File: config.mk
export PLATFORM = sky130hd
export DESIGN_NAME = eapol_m1_pmkid_detector_core
export DESIGN_NICKNAME = d
export VERILOG_FILES = /design/src/rtl/core/eapol_m1_pkg.sv /design/src/rtl/core/eapol_m1_in_reg.sv /design/src/rtl/core/eapol_m1_frame_track.sv /design/src/rtl/core/eapol_m1_out_reg.sv /design/src/rtl/core/eapol_m1_pmkid_detector_core.sv
export SDC_FILE = /design/constraint.sdc
export NUM_CORES = 1
export LEC_CHECK = 0
export BUFFER_PORTS_ARGS = -buffer_cell sky130_fd_sc_hd__buf_2
export CAP_MARGIN = 5
export CELL_PAD_IN_SITES_DETAIL_PLACEMENT = 1
export CELL_PAD_IN_SITES_GLOBAL_PLACEMENT = 1
export CORE_MARGIN = 2
export CORE_UTILIZATION = 40
export DETAILED_ROUTE_END_ITERATION = 10
export GPL_TIMING_DRIVEN = 0
export PLACE_DENSITY_LB_ADDON = 0.12
export SLEW_MARGIN = 20
export SYNTH_ARGS = -nofsm -noshare
export SYNTH_HDL_FRONTEND = slang
export SYNTH_HIERARCHICAL = 1
export SYNTH_SLANG_ARGS = --single-unit
export TNS_END_PERCENT = 50
File: constraint.sdc
create_clock -name i_clk -period 6.8 [get_ports i_clk]
set_input_delay 1.36 -clock i_clk [delete_from_list [all_inputs] [get_ports i_clk]]
set_output_delay 1.36 -clock i_clk [all_outputs]
set_load 0.01 [all_outputs]
File: src/rtl/core/eapol_m1_pkg.sv
// Shared types and constants for the EAPOL message-one and PMKID detector.
`default_nettype none
package eapol_m1_pkg;

    localparam int unsigned MAX_FRAME_BYTES = 4096;
    localparam int unsigned POS_W = $clog2(MAX_FRAME_BYTES + 1);
    localparam int unsigned CMP_W = ((POS_W > 16) ? POS_W : 16) + 1;

    localparam logic [7:0] SNAP_HDR [8] = '{
        8'hAA, 8'hAA, 8'h03, 8'h00, 8'h00, 8'h00, 8'h88, 8'h8E
    };

    localparam logic [7:0]  EAPOL_TYPE_KEY = 8'h03;
    localparam logic [15:0] KEY_INFO_ACK   = 16'h0080;
    localparam logic [15:0] KEY_INFO_MIC   = 16'h0100;
    localparam logic [47:0] PMKID_KDE_HDR  = 48'hDD14_000F_AC04;

    localparam int unsigned POS_SNAP_END   = 8;
    localparam int unsigned POS_EAPOL_TYPE = 9;
    localparam int unsigned POS_KEY_INFO_H = 13;
    localparam int unsigned POS_KEY_INFO_L = 14;
    localparam int unsigned POS_KDL_H      = 105;
    localparam int unsigned POS_KDL_L      = 106;
    localparam int unsigned POS_SCAN_START = 112;
    localparam int unsigned KEY_DATA_START = 107;
    localparam int unsigned MIN_M1_LEN     = 15;

    typedef struct packed {
        logic [7:0]  data_byte;
        logic        last_byte;
        logic [31:0] time_ms;
    } t_item;

    typedef struct packed {
        logic        is_message_one;
        logic        pmkid_present;
        logic [31:0] m1_time_ms;
    } t_result;

endpackage
`default_nettype wire

File: src/rtl/core/eapol_m1_in_reg.sv
// Input register stage for the payload byte stream.
`default_nettype none
module eapol_m1_in_reg
    import eapol_m1_pkg::*;
(
    input  wire logic  i_clk,
    input  wire logic  i_rst_n,
    input  wire logic  i_valid,
    output logic       o_ready,
    input  wire t_item i_item,
    input  wire logic  i_advance,
    output logic       o_valid,
    output t_item      o_item
);

    logic  r_valid;
    t_item r_item;

    assign o_ready = !r_valid || i_advance;
    assign o_valid = r_valid;
    assign o_item  = r_item;

    always_ff @(posedge i_clk) begin
        if (!i_rst_n) begin
            r_valid <= 1'b0;
        end else if (o_ready) begin
            r_valid <= i_valid;
        end
    end

    always_ff @(posedge i_clk) begin
        if (i_valid && o_ready) begin
            r_item <= i_item;
        end
    end

endmodule
`default_nettype wire

File: src/rtl/core/eapol_m1_frame_track.sv
// Per-frame parse state and the result computed at the last byte.
`default_nettype none
module eapol_m1_frame_track
    import eapol_m1_pkg::*;
(
    input  wire logic  i_clk,
    input  wire logic  i_rst_n,
    input  wire logic  i_advance,
    input  wire t_item i_item,
    output t_result    o_result
);

    logic [POS_W-1:0] r_pos,        n_pos;
    logic [39:0]      r_recent,     n_recent;
    logic             r_hdr_good,   n_hdr_good;
    logic [15:0]      r_key_info,   n_key_info;
    logic [15:0]      r_kdl,        n_kdl;
    logic             r_found,      n_found;

    logic             over;
    logic [47:0]      window;
    logic [CMP_W-1:0] len_ext;
    logic [CMP_W-1:0] kdl_ext;
    logic [CMP_W-1:0] scan_off;
    logic             m1;
    logic             pmkid;

    assign over     = (r_pos >= POS_W'(MAX_FRAME_BYTES));
    assign window   = {r_recent, i_item.data_byte};
    assign len_ext  = CMP_W'(r_pos) + CMP_W'(1);
    assign kdl_ext  = CMP_W'(r_kdl);
    assign scan_off = CMP_W'(r_pos) - CMP_W'(POS_KDL_L);

    always_comb begin
        n_pos      = r_pos;
        n_hdr_good = r_hdr_good;
        n_key_info = r_key_info;
        n_kdl      = r_kdl;
        n_found    = r_found;
        n_recent   = window[39:0];
        if (!over) begin
            if (r_pos < POS_W'(POS_SNAP_END)) begin
                if (i_item.data_byte != SNAP_HDR[r_pos[2:0]]) begin
                    n_hdr_good = 1'b0;
                end
            end else if (r_pos == POS_W'(POS_EAPOL_TYPE)) begin
                if (i_item.data_byte != EAPOL_TYPE_KEY) begin
                    n_hdr_good = 1'b0;
                end
            end else if (r_pos == POS_W'(POS_KEY_INFO_H)) begin
                n_key_info[15:8] = i_item.data_byte;
            end else if (r_pos == POS_W'(POS_KEY_INFO_L)) begin
                n_key_info[7:0] = i_item.data_byte;
            end else if (r_pos == POS_W'(POS_KDL_H)) begin
                n_kdl[15:8] = i_item.data_byte;
            end else if (r_pos == POS_W'(POS_KDL_L)) begin
                n_kdl[7:0] = i_item.data_byte;
            end
            // The key data length is settled long before the scan begins.
            if ((r_pos >= POS_W'(POS_SCAN_START)) && (scan_off <= kdl_ext) &&
                (window == PMKID_KDE_HDR)) begin
                n_found = 1'b1;
            end
            n_pos = r_pos + POS_W'(1);
        end
    end

    assign m1 = n_hdr_good && (over || (len_ext >= CMP_W'(MIN_M1_LEN))) &&
                ((n_key_info & KEY_INFO_ACK) != 16'h0000) &&
                ((n_key_info & KEY_INFO_MIC) == 16'h0000);
    assign pmkid = m1 && !over && (len_ext >= CMP_W'(KEY_DATA_START)) &&
                   (n_kdl != 16'h0000) &&
                   ((CMP_W'(KEY_DATA_START) + CMP_W'(n_kdl)) <= len_ext) && n_found;

    always_comb begin
        o_result.is_message_one = m1;
        o_result.pmkid_present  = pmkid;
        o_result.m1_time_ms     = m1 ? i_item.time_ms : 32'h0000_0000;
    end

    always_ff @(posedge i_clk) begin
        if (!i_rst_n) begin
            r_pos      <= '0;
            r_recent   <= '0;
            r_hdr_good <= 1'b1;
            r_key_info <= '0;
            r_kdl      <= '0;
            r_found    <= 1'b0;
        end else if (i_advance) begin
            if (i_item.last_byte) begin
                r_pos      <= '0;
                r_recent   <= '0;
                r_hdr_good <= 1'b1;
                r_key_info <= '0;
                r_kdl      <= '0;
                r_found    <= 1'b0;
            end else begin
                r_pos      <= n_pos;
                r_recent   <= n_recent;
                r_hdr_good <= n_hdr_good;
                r_key_info <= n_key_info;
                r_kdl      <= n_kdl;
                r_found    <= n_found;
            end
        end
    end

endmodule
`default_nettype wire

File: src/rtl/core/eapol_m1_out_reg.sv
// Result register that holds one frame verdict until it is taken.
`default_nettype none
module eapol_m1_out_reg
    import eapol_m1_pkg::*;
(
    input  wire logic    i_clk,
    input  wire logic    i_rst_n,
    input  wire logic    i_load,
    input  wire t_result i_result,
    input  wire logic    i_ready,
    output logic         o_valid,
    output t_result      o_result
);

    logic    r_valid;
    t_result r_result;

    assign o_valid  = r_valid;
    assign o_result = r_result;

    always_ff @(posedge i_clk) begin
        if (!i_rst_n) begin
            r_valid <= 1'b0;
        end else begin
            r_valid <= i_load || (r_valid && !i_ready);
        end
    end

    always_ff @(posedge i_clk) begin
        if (i_load) begin
            r_result <= i_result;
        end
    end

endmodule
`default_nettype wire

File: src/rtl/core/eapol_m1_pmkid_detector_core.sv
// Top level of the EAPOL message-one and PMKID detector.
`default_nettype none
// The block takes the payload of one data frame, one byte per transfer, starting right
// after the 802.11 header, with the final byte flagged by last_byte. It checks the
// LLC/SNAP header with EtherType 0x888E and EAPOL type 3 (key), reads the key information
// word at bytes 13 and 14 and the key data length at bytes 105 and 106, and scans the key
// data with a six-byte window for the PMKID KDE header DD 14 00 0F AC 04. Exactly one
// result transfer is produced per frame, at its last byte: is_message_one is set when ACK
// is set and MIC is clear, pmkid_present when a KDE match lies wholly inside non-empty key
// data that fits in the frame, and m1_time_ms carries the last byte's timestamp for a
// message one and zero otherwise. Frames longer than 4096 bytes can still report message
// one but never a PMKID. Each byte is registered at the input, the parse state is updated
// by a single compare-and-update step, and a last byte writes the result register, so a new
// byte is accepted every cycle unless the input stalls. The result register is loaded at the
// edge that takes the last byte. Input only stalls when a last byte meets a result that is
// still waiting to be taken.
module eapol_m1_pmkid_detector_core
    import eapol_m1_pkg::*;
(
    input  wire logic        i_clk,
    input  wire logic        i_rst_n,
    input  wire logic        i_in_valid,
    output logic             o_in_ready,
    input  wire logic [7:0]  i_data_byte,
    input  wire logic        i_last_byte,
    input  wire logic [31:0] i_time_ms,
    output logic             o_out_valid,
    input  wire logic        i_out_ready,
    output logic             o_is_message_one,
    output logic             o_pmkid_present,
    output logic [31:0]      o_m1_time_ms
);

    t_item   in_item;
    t_item   stage_item;
    logic    stage_valid;
    logic    advance;
    t_result frame_result;
    t_result out_result;

    assign in_item.data_byte = i_data_byte;
    assign in_item.last_byte = i_last_byte;
    assign in_item.time_ms   = i_time_ms;

    // A byte in the input register moves on unless it is a last byte and the result
    // register is still occupied by a verdict that is not being taken this cycle.
    assign advance = stage_valid &&
                     (!stage_item.last_byte || !o_out_valid || i_out_ready);

    eapol_m1_in_reg u_in_reg (
        .i_clk     (i_clk),
        .i_rst_n   (i_rst_n),
        .i_valid   (i_in_valid),
        .o_ready   (o_in_ready),
        .i_item    (in_item),
        .i_advance (advance),
        .o_valid   (stage_valid),
        .o_item    (stage_item)
    );

    eapol_m1_frame_track u_frame_track (
        .i_clk     (i_clk),
        .i_rst_n   (i_rst_n),
        .i_advance (advance),
        .i_item    (stage_item),
        .o_result  (frame_result)
    );

    eapol_m1_out_reg u_out_reg (
        .i_clk    (i_clk),
        .i_rst_n  (i_rst_n),
        .i_load   (advance && stage_item.last_byte),
        .i_result (frame_result),
        .i_ready  (i_out_ready),
        .o_valid  (o_out_valid),
        .o_result (out_result)
    );

    assign o_is_message_one = out_result.is_message_one;
    assign o_pmkid_present  = out_result.pmkid_present;
    assign o_m1_time_ms     = out_result.m1_time_ms;

`ifndef SYNTH
    // A PMKID can only be reported for a frame that is message one.
    a_pmkid_needs_m1: assert property (@(posedge i_clk) disable iff (!i_rst_n)
        o_out_valid |-> (o_is_message_one || !o_pmkid_present))
        else $error("pmkid_present without is_message_one");

    // The timestamp is zero whenever the frame is not message one.
    a_time_zero: assert property (@(posedge i_clk) disable iff (!i_rst_n)
        (o_out_valid && !o_is_message_one) |-> (o_m1_time_ms == 32'h0000_0000))
        else $error("m1_time_ms nonzero for a frame that is not message one");

    // A byte that is not the last of its frame never stalls in the input register.
    a_mid_byte_moves: assert property (@(posedge i_clk) disable iff (!i_rst_n)
        (stage_valid && !stage_item.last_byte) |-> advance)
        else $error("mid-frame byte stalled");

    // A completed last byte is visible as a result in the next cycle.
    a_last_gives_result: assert property (@(posedge i_clk) disable iff (!i_rst_n)
        (advance && stage_item.last_byte) |=> o_out_valid)
        else $error("last byte produced no result");
`endif

endmodule
`default_nettype wire
# Word-level counts from Yosys, hierarchy flattened
# Memory sizes are Yosys's and may differ from the RTL's.
# Index checks and enable logic that the tools add are counted.
[classes] n_reduce_logical=27 bitwise=1 add_sub_neg=4 magnitude_cmp=8 mux=30 eq_ne=9
[ops] op="16-bit two-way mux" count=6
[ops] op="8-bit two-way mux" count=7
[ops] op="48-bit == test, second input constant" count=1
[ops] op="40-bit two-way mux" count=1
[ops] op="13-bit by 4-bit == test with 1-bit output, second input constant" count=3
[ops] op="9-bit two-way mux" count=4
[ops] op="13-bit by 7-bit == test with 1-bit output, second input constant" count=2
[ops] op="13-bit two-way mux" count=2
[ops] op="7-bit by 16-bit adder with 17-bit output, first input constant" count=1
[ops] op="17-bit by 4-bit greater-or-equal comparator with 1-bit output, second input constant" count=1
[ops] op="17-bit by 7-bit greater-or-equal comparator with 1-bit output, second input constant" count=1
[ops] op="17-bit by 16-bit less-or-equal comparator with 1-bit output" count=1
[ops] op="17-bit less-or-equal comparator" count=1
[ops] op="16-bit zero test" count=1
[ops] op="16-bit nonzero test" count=1
[ops] op="13-bit by 1-bit adder with 14-bit output, second input constant" count=1
[ops] op="1-bit logical AND" count=14
[ops] op="13-bit by 7-bit subtractor with 14-bit output, second input constant" count=1
[ops] op="13-bit by 1-bit adder with 13-bit output, second input constant" count=1
[ops] op="13-bit greater-or-equal comparator, second input constant" count=1
[ops] op="13-bit by 7-bit greater-or-equal comparator with 1-bit output, second input constant" count=1
[ops] op="13-bit by 4-bit less-than comparator with 1-bit output, second input constant" count=1
[ops] op="1-bit two-way mux" count=10
[ops] op="8-bit by 2-bit != test with 1-bit output, second input constant" count=1
[ops] op="7 further kinds" count=15
[totals] output_inout_bits=36 input_bits=45 romBits=64 elab_cells=94 mem_count=1 register_bits=150
[memory_table] memory="(name not given)" depth=8 width=8 rd=1 rd_clocked_by_memory_dff=0 wr=0 line_no="eapol_m1_frame_track.sv:43" text="if (i_item.data_byte != SNAP_HDR[r_pos[2:0]]) begin"

# Longest topological paths before layout
[depth] word_depth=16 depth_mapped=24 ltp_nobuf=22

# Cells and area by module
# Netlist, hierarchy kept.
[modules_own_cells] module="eapol_m1_frame_track" area_per_inst_um2=5785.5 cells_per_inst=757 instances=1 seq_area_each_um2=1461.4
[modules_own_cells] module="eapol_m1_in_reg" area_per_inst_um2=1288.7 cells_per_inst=46 instances=1 seq_area_each_um2=1251.2
[modules_own_cells] module="eapol_m1_out_reg" area_per_inst_um2=1062.3 cells_per_inst=37 instances=1 seq_area_each_um2=1041.0
[modules_own_cells] module="eapol_m1_pmkid_detector_core" area_per_inst_um2=32.5 cells_per_inst=4 instances=1 seq_area_each_um2=0.0

# Worst setup path before layout
# Ideal clock, no wire load.
[synth_path] path_type="flip-flop to flip-flop" from="register u_frame_track.r_pos[1]" to="register u_out_reg.r_result (netlist bit u_out_reg/o_result[32]) (data pin)" required_ns=6.674 path_slack_ns=2.158 setup_ns=0.126 period_less_slack_ns=4.642 path_buffers=2 stages_incl_launch_ff=23 arrival_ns=4.516 cell_sequence="dfxtp_1 inv_1 ha_1 nand2b_1 nand3_1 nor2_1 buf_2 a21oi_1 ha_1 inv_1 a31oi_1 nor4b_2 o21ai_0 or3_1 xnor2_1 a21oi_1 ha_1 and2_1 a221oi_1 nor4bb_1 o211ai_1 nor4b_2 buf_4"
[synth_via] elab_chain_len=16 elab_cells_between_ends=54 cone_classes="3 x add/sub; 7 x order compare; 6 x eq/ne; 22 x mux; 1 x bitwise; 14 x reduce/logical; 1 x memory"
[synth_rtl] element="from (decl)" line_no="eapol_m1_frame_track.sv:13" text="logic [POS_W-1:0] r_pos, n_pos;"
[synth_rtl] element="from (signal assigned)" line_no="eapol_m1_frame_track.sv:98" text="r_pos <= n_pos;"
[synth_rtl] element="parallel branches: the longest is 15 deep, another holds 7-bit by 16-bit adder with 17-bit output"
[synth_rtl] element="1-bit logical AND *" line_no="eapol_m1_frame_track.sv:73" text="((CMP_W'(KEY_DATA_START) + CMP_W'(n_kdl)) <= len_ext) && n_found;"
[synth_rtl] element="net u_frame_track.pmkid" line_no="eapol_m1_frame_track.sv:26" text="logic pmkid;"
[synth_rtl] element="to (signal assigned)" line_no="eapol_m1_out_reg.sv:31" text="r_result <= i_result;"
[synth_rtl] element="to (decl)" line_no="eapol_m1_out_reg.sv:16" text="t_result r_result;"
# Mark *: on every way through the listed nets, which the timed path passes. The select of a mux whose other input is x is not followed.
# A chain may end at the register's enable or synchronous reset.

# Final worst setup path
# Same ends and word-level chain as after synthesis.

==> results.py <==
metrics = {
    "floorplanning": {
        "io_pins": 81,
        "start_util_pct": 40.5,
        "core_um2": 20200,
        "dieArea_um2": 21600,
        "die_h_um": 147,
        "rows": 52,
        "die_x_um": 147,
    },
    "synthesis": {
        "synth_commonest_cells": "dfxtp_1, edfxtp_1, nor2b_1",
        "synth_area_leaders": "edfxtp_1, dfxtp_1, ha_1",
        "syn_inst": 844,
        "ys.flop_type": "edfxtp_1",
        "synth_compound_area_share_pct": 13.3,
        "synthMuxAreaShare_pct": 1.65,
        "synth_top_family_by_area": "simple AND/OR/NAND/NOR gates",
        "yosysWarningCount": 6,
        "synthXorXnorAreaFrac_pct": 4.61,
        "netlist.area_leader.share_pct": 27.6,
        "synth_nets": 932,
        "ys_seq_area_share_pct": 45.9,
        "synth_largest_area_cell": "edfxtp_1",
        "async_flop_share_pct": 0,
        "synthSimpleGateAreaFrac_pct": 23.4,
        "synth_fa_ha_area_share_pct": 6.59,
        "syn_area_per_cell_um2": 9.68,
        "syn_area_um2": 8170,
        "synth_cell_types": 71,
        "synth_edf_count": 75,
        "ys_ff_latch": 150,
    },
    "grt": {
        "grt_pass1_vias": 6647,
        "grt_pass1_wl_um": 37900,
        "grt_overflow": 0,
        "grtUsageTotal_pct": 22.9,
        "antenna_found_initial": 0,
        "grt_max_degree": 42,
    },
    "routing": {
        "drt_iter0_markers": 417,
        "dr.pass1.iters": 4,
        "final_antenna_net_count": 0,
        "wl_per_cell_um": 19.7,
        "remaining_drc_errors": 0,
        "vias_per_cell": 5.34,
        "vias": 6556,
        "routed_wl_um": 24100,
    },
    "finish": {
        "area_growth_pct": 17.0,
        "fin_area_um2": 9560,
        "final_nets": 1032,
        "drive_gt1_share_pct": 16.0,
        "antenna_cells": 0,
    },
    "worst_setup_path": {
        "critPathBufInv": 4,
        "cp_max_fo": 10,
        "critPathKind": "flip-flop to flip-flop",
        "slowest_stage": "nor4b_2",
        "crit_family": "simple AND/OR/NAND/NOR gates",
        "cp-start-kind": "flip-flop",
        "worstPathArrival_ps": 6290,
        "end_kind": "flip-flop",
        "crit_top_cell": "ha_1",
        "crit_required_ps": 7120,
        "max_stage_delay_ps": 570,
        "path_cells": "inv_1, ha_1, nand2b_1, nand3_1, nor2_1, buf_2, a21oi_1, ha_1, inv_1, a31oi_1, nor4b_2, o21ai_0, or3_1, xnor2_1, a21oi_1, ha_1, and2_1, a221oi_1, nor4bb_1, o211ai_1, nor4b_2, buf_4",
    },
    "power_and_ir_drop": {
        "leakagePower_nw": 3.57,
        "power_density_nw_per_um2": 217,
        "peakVddDrop_mv": 0.163,
    },
    "clock_network": {
        "cts_tree": "yes",
        "clock_path_buffers": 2,
        "cts.reportedPaths.clkPinSlew_ps": 70,
        "cts_inserted_buffers": 17,
        "postCtsSetupBuffers": 0,
        "clock_latency_ps": 440,
        "cts_resized": 0,
        "clock-sinks": 150,
        "htree_levels": 4,
        "ctsRootBufferMaster": "clkbuf_16",
        "cts_hold_buffers": 0,
    },
    "sta": {
        "fin_skew_ps": 14.4,
        "worst_slew_pin_slew_ps": 862,
        "setup_viol": 0,
        "min_period_over_period_pct": 87.7,
        "grt_setup_unrepaired": "no",
        "hold_viol": 0,
        "drv_slew": 0,
        "fin_crit_ps": 5970,
        "tns_ps": 0,
        "max_freq_mhz": 168,
        "relSlewSlack_pct": 41.9,
    },
    "hold_path": {
        "hp-class": "flip-flop to flip-flop",
    },
    "job": {
        "cap_violations": 0,
    },
    "placement": {
        "globalplace.congestion": 0.867,
        "place_hpwl_um": 18000,
        "placed_area_um2": 8940,
        "portBuffers": 80,
    },
    "outcome": {
        "status": "finished, final reports clean",
    },
}
report_power, final:
group	leakage (nW)	internal (W)	switching (W)
combinational	1.90	0.0000406	0.0000796
clock	0.298	0.000502	0.000468
sequential	1.37	0.000972	0.0000114
total	3.57	0.00151	0.000559
flip-flops by register name, summed over array words and instances, names as in the netlist:
signal and cells:
u_frame_track/r_pos 13, u_frame_track/r_found 1, u_frame_track/r_recent 40, u_frame_track/r_kdl 16
u_in_reg/o_valid 1, u_out_reg/o_valid 1, u_in_reg/o_item 41, u_out_reg/o_result 34
u_frame_track/r_hdr_good 1, u_frame_track/r_key_info 2
metrics by stage:
stage                     setup WS, ps  hold slack [ps]  power, W  utilization [%]  std cells
after detailed placement           914              461   0.00112             44.3       1195
after CTS                          903              473   0.00209             47.4       1227
final                              834              478   0.00207             47.4       1227
after floorplan                   2160              438   0.00107                -        844
after global placement             959              451   0.00112             44.2       1194
after global routing               444              497   0.00214             47.4       1227
final cells by class:
type / instances / area, um2
buffer: 50 / 229
clock inverter: 15 / 189
inverter: 37 / 139
multi-input combinational: 607 / 4060
timing repair buffer: 81 / 428
clock buffer: 17 / 425
fill: 2361 / 10600
sequential: 150 / 3750
tap: 270 / 338
final timing paths:
| kind | start | endpoint | slack (ps) | depth (start not counted) |
|---|---|---|---|---|
| max | u_frame_track/r_pos[1] | u_out_reg/o_result[32] | 830 | 22 |
| min | u_frame_track/r_key_info[7] | u_frame_track/r_key_info[7] | 480 | 2 |
| max reg2reg | u_frame_track/r_pos[1] | u_out_reg/o_result[32] | 830 | 22 |
| min reg2reg | u_frame_track/r_key_info[7] | u_frame_track/r_key_info[7] | 480 | 2 |
tightest hold or removal path, delay by kind of cell (launching register included):
family	cells	cell delay [ps]
AND/OR/NAND/NOR	1	50
flip-flops	1	320
AO/OA/AOI/OAI	1	60
per-layer routing:
layer / wire, um / global-route usage (%) / vias up
met4: 323 / 5.53 / 0
met3: 905 / 4.13 / 25
met1: 11800 / 32.3 / 3218
met5: 0 / 0 / -
li1: - / - / 3190
met2: 11100 / 36.7 / 123
layout by cell type (no fill, tap or decap), drive strengths merged, types with 3 or more instances in the layout:
cell and count:
buf 101, dfxtp 75, edfxtp 75, nor2b 75, nand2 61, nor2 59
a21oi 59, clkbuf 47, ha 43, inv 43, and2 41, o21ai 32
xnor2 30, a22oi 27, nand3 17, nand4 16, nor3 14, xor2 13
mux2i 12, a21o 10, nor4 10, and3 9, clkinv 9, or4 8
nand2b 6, o21a 6, a21boi 6, nor4b 6, a31oi 4, o211ai 3
a211oi 3, o211a 3, o2111ai 3, nand4b 3, or2 3
kinds of logic after synthesis:
logic type,Yosys count
and+or+nand+nor,338
AOI/OAI and AO/OA,170
DFF,150
buffers and inverters,87
xor gates and xnor gates,43
adders and majority gates,43
muxes,13
No activity file was read; power rests on OpenSTA's default activity.
